**src/design/ckco_ram.sv**
```systemverilog
// Generic simple dual-port RAM with registered read.
module ckco_ram #(
   parameter int WIDTH = 8,
   parameter int DEPTH = 16
) (
   input  logic                     clock,
   input  logic                     wr_en,
   input  logic [$clog2(DEPTH)-1:0] wr_addr,
   input  logic [WIDTH-1:0]         wr_data,
   input  logic                     rd_en,
   input  logic [$clog2(DEPTH)-1:0] rd_addr,
   output logic [WIDTH-1:0]         rd_data
);

   logic [WIDTH-1:0] mem_ff [DEPTH];
   logic [WIDTH-1:0] rd_data_ff;

   always_ff @(posedge clock) begin
      if (wr_en) begin
         mem_ff[wr_addr] <= wr_data;
      end
      if (rd_en) begin
         rd_data_ff <= mem_ff[rd_addr];
      end
   end

   assign rd_data = rd_data_ff;

endmodule

```
**config.mk**
```make
export PLATFORM = sky130hd
export DESIGN_NAME = ckco_ram
export DESIGN_NICKNAME = d
export VERILOG_FILES = /design/src/design/ckco_ram.sv
export SDC_FILE = /design/constraint.sdc
export NUM_CORES = 1
export LEC_CHECK = 0
export BUFFER_PORTS_ARGS = -buffer_cell sky130_fd_sc_hd__buf_4
export CORE_MARGIN = 4
export CORE_UTILIZATION = 46
export CTS_BUF_LIST = sky130_fd_sc_hd__clkbuf_4
export CTS_CLUSTER_SIZE = 12
export DETAILED_ROUTE_END_ITERATION = 12
export GPL_TIMING_DRIVEN = 1
export PLACE_DENSITY = 0.65
export SYNTH_ARGS = -nofsm -noshare
export SYNTH_HDL_FRONTEND = slang
export SYNTH_SLANG_ARGS = --single-unit
```
**constraint.sdc**
```tcl
create_clock -name clock -period 1.5 [get_ports clock]
set_input_delay 0.075 -clock clock [delete_from_list [all_inputs] [get_ports clock]]
set_output_delay 0.075 -clock clock [all_outputs]
set_load 0.05 [all_outputs]
```
; Word-level counts from Yosys, hierarchy flattened
; Memory sizes are Yosys's and may differ from the RTL's. A register that Yosys moved wholly into a read port is not among the register bits.
; Cells that the tools add are included.
[word_totals]
register_bits = 0
ram_bits = 128
in_bits = 19
out_inout_bits = 8
wordCells = 3
memories = 1
[classes]
n_mux = 2
[mem_list]
columns = memory, depth, word_bits, read_ports, rd_ports_with_merged_regs, wr, line_no
row1 = mem_ff, 16, 8, 1, 1, 1, 15  ; logic [WIDTH-1:0] mem_ff [DEPTH];
[ops]
columns = operator, count
row1 = 2-to-1 mux 1 bit, 2

; Depth between registers and ports, before layout
[logic_depth]
depth_word = 2
ltp_mapped = 5
ltp_nobuf = 3

; Worst setup path after synthesis
; No wires, ideal clock.
[synth_path]
path_kind = input-to-reg
start = in wr_addr[2]
end = mem mem_ff[0][0] (enable)
setup_time_ns = 0.383
arrival_ns = 1.185
required_time_ns = 1.117
path_slack_ns = -0.068
cell_stages = 2
path_buffers = 0
cell_sequence = or3b_2 -> nor3_1
[synth_rtl]
columns = element, line_no
row1 = "start, declared", 8  ; input logic [$clog2(DEPTH)-1:0] wr_addr,
row2 = "end, declared", 15
; Straight into the memory's write port.

==> results.py <==
metrics = {
    "floorplan": {
        "top_level_ports": 27,
        "fp.dieW_um": 115,
        "core.rowCount": 38,
        "floorplan.die_area_mm2": 0.0131,
        "chipHeight_um": 115,
        "initial_utilization": 0.476,
        "floorplan.core_area_mm2": 0.0110,
    },
    "yosys": {
        "ys_seq_area_frac": 0.781,
        "synth.largest_area_cell": "sky130_fd_sc_hd__edfxtp_1",
        "synth.lib_cells_used.distinct": 18,
        "synth_top_cells_by_area": "sky130_fd_sc_hd__edfxtp_1, sky130_fd_sc_hd__mux4_2, sky130_fd_sc_hd__mux4_1, sky130_fd_sc_hd__a22oi_1, sky130_fd_sc_hd__nor2_1",
        "synthesis.area_mm2": 0.00523,
        "ys_seq_elements": 136,
        "share_of_flip_flops_with_an_asynchronous_set_or_reset_after_synthesis": 0,
        "synth_edf_count": 136,
        "syn-num-nets": 248,
        "synthesis.yosys.warnings": 0,
        "synthMostInstantiatedCell": "sky130_fd_sc_hd__edfxtp_1",
        "netlist_instances": 229,
        "synth_ff_type": "sky130_fd_sc_hd__edfxtp_1",
        "synth.top_cells.by_count": "sky130_fd_sc_hd__edfxtp_1, sky130_fd_sc_hd__mux4_2, sky130_fd_sc_hd__a22oi_1",
        "yosys.area.top_type_share": 0.781,
        "syn_area_per_cell_um2": 22.8,
    },
    "route": {
        "drt-pass1-iter-count": 5,
        "vias_per_cell": 5.54,
        "route.vias.total": 2508,
        "detail_route.drc_violations": 0,
        "post_drt_wl_per_cell_um": 22.8,
        "final_wirelength_um": 10300,
        "final_antenna_net_count": 0,
        "dr.first_iter.drc_count": 236,
    },
    "hold_path": {
        "holdCritPathClass": "input port to flip-flop",
        "whs_path_depth": 3,
    },
    "setup_path": {
        "critical_path_arrival_ps": 1700,
        "critical_path.endpoint_type": "flip-flop",
        "critical_path.max_fanout": 1,
        "critPathSlowestCell": "sky130_fd_sc_hd__mux4_1",
        "worst_setup_path_start_kind": "flip-flop",
        "slowest_delay_ps": 570,
        "reg2regPathDepth": 3,
        "crit_path_cell_trace": "mux4_1 > a22oi_2 > nand2_1",
        "critical_path_required_ps": 1750,
        "criticalPathCategory": "flip-flop to flip-flop",
        "worst-r2r-setup-slack_ps": 50,
    },
    "placement": {
        "pre_cts_slack_ps": -176,
        "port-buffer-count": 26,
        "dp_cells": 414,
        "post-dp-hpwl_um": 6790,
        "gp_routability_congestion": 0.765,
    },
    "layout": {
        "layoutNonFillerInstCount": 453,
        "final_layout_size_suffix_gt1_frac": 0.356,
        "area_growth_pct": 18.3,
        "design.final.nets": 321,
    },
    "sta": {
        "hold_violations": 0,
        "setup_viol": 0,
        "finClkSkew_ps": 14.5,
        "grt_setup_unrepaired": "yes",
        "maxClockFrequency_mhz": 690,
        "fin_crit_sh": 0.967,
        "final_critical_path_setup_slack_ps": 49.7,
        "final.min_clock_period_ps": 1450,
        "slew_headroom": 0.368,
        "tightestPinTransition_ps": 945,
        "timing.final.max_slew_violations": 0,
    },
    "run": {
        "maxcap_violations": 0,
    },
    "clock_tree": {
        "path_clk_slew_ps": 110,
        "cts_tree": "built",
        "cts_max_path_buffers": 2,
        "cts.sinks": 136,
        "buffers_inserted_by_post_cts_timing_repair": 0,
        "ctsHtreeMaxLevel": 4,
        "clockRootBuffer": "sky130_fd_sc_hd__clkbuf_4",
        "numCtsBuffers": 17,
        "worstSkewPairLatency_ps": 510,
    },
    "global_route": {
        "grt_first_pass_wirelength_um": 15600,
        "largest_net_degree_at_the_start_of_global_routing": 17,
        "groute.usage.overall": 0.169,
        "antenna_violations_before_repair": 1,
        "grt_overflow_total": 0,
        "via_count_of_the_first_global_routing_pass": 2550,
    },
    "power_and_ir_drop": {
        "total_power_mw": 7.04,
        "ir_drop_v": 0.000514,
        "leakagePower_nw": 2.08,
        "pwr_density_cell_mw_per_mm2": 1140,
    },
    "status": {
        "outcome": "finished, final reports clean",
    },
}
==> timing repair <==
| action | 4_1_cts | 5_1_grt |
|---|---|---|
| gates resized for setup | 1 | 6 |
| pin swaps | 0 | 1 |
| setup endpoints to repair | 1 | 6 |
| hold buffers | 9 | 0 |
| hold endpoints to repair | 136 | 0 |
==> cell families (layout without fill, tap and decap cells) <==
family	after synthesis	count (layout)	share of synthesized area
mux	32	32	0.148
other cells	0	1	0
simple gates	35	35	0.0314
compound gates	16	16	0.0230
flops	136	136	0.781
buf+inv	10	93	0.0165
==> routing by layer <==
metal | wire (µm) | track usage
met1 | 4430 | 0.231
met2 | 5030 | 0.259
met3 | 733 | 0.0455
met4 | 122 | 0.0689
met5 | 0 | 0
==> worst paths after layout <==
kind	from	endpoint
max	mem_ff[5][3]	rd_data[3]
min	wr_addr[1]	mem_ff[0][6]
max reg2reg	mem_ff[5][3]	rd_data[3]
min reg2reg	mem_ff[4][4]	rd_data[4]
==> layout make-up <==
cell class	count	area (µm²)
Antenna cell	1	2.50
Clock buffer	20	150
Clock inverter	9	105
Fill cell	806	4800
Multi-Input combinational cell	83	1090
Sequential cell	136	4080
Tap cell	140	175
Timing Repair Buffer	64	578
==> metrics by stage <==
| step | cell area (µm²) | hold WS [ps] | setup TNS, ps | utilization |
|---|---|---|---|---|
| after floorplan | 5230 | 174 | 0 | - |
| after global placement | 5810 | 379 | -807 | 0.529 |
| after detailed placement | 5810 | 387 | -841 | 0.529 |
| after CTS | 6160 | 51.1 | 0 | 0.561 |
| after global routing | 6180 | 46.1 | -13.2 | 0.563 |
| final | 6180 | 83.1 | 0 | 0.563 |
==> cell usage in the layout, fill, tap and decap left out, types with 3 or more instances in the layout <==
| cell | n |
|---|---|
| sky130_fd_sc_hd__nor2_1 | 13 |
| sky130_fd_sc_hd__clkinvlp_4 | 4 |
| sky130_fd_sc_hd__clkinv_2 | 3 |
| sky130_fd_sc_hd__mux4_1 | 13 |
| sky130_fd_sc_hd__edfxtp_1 | 136 |
| sky130_fd_sc_hd__a22oi_2 | 6 |
| sky130_fd_sc_hd__buf_4 | 49 |
| sky130_fd_sc_hd__nor3_1 | 3 |
| sky130_fd_sc_hd__a22oi_1 | 10 |
| sky130_fd_sc_hd__mux4_2 | 19 |
| sky130_fd_sc_hd__nand2_1 | 9 |
| sky130_fd_sc_hd__clkbuf_4 | 20 |
| sky130_fd_sc_hd__dlygate4sd3_1 | 9 |
| sky130_fd_sc_hd__buf_12 | 6 |
==> flip-flops by register name (all words and copies together), names as in the netlist <==
register and count:
rd_data 8, mem_ff 128
==> critical path, delay by kind of cell, from the launching register on <==
| family | cells | cell delay (ps) |
|---|---|---|
| mux | 1 | 570 |
| flops | 1 | 370 |
| compound gates | 1 | 150 |
| simple gates | 1 | 110 |
==> where the power goes <==
part / switching, mW / total [mW] / internal [mW]
Combinational: 0.299 / 0.539 / 0.240
Sequential: 0.0244 / 4.30 / 4.27
Clock: 1.19 / 2.20 / 1.01
No activity file was read; power rests on OpenSTA's default activity.
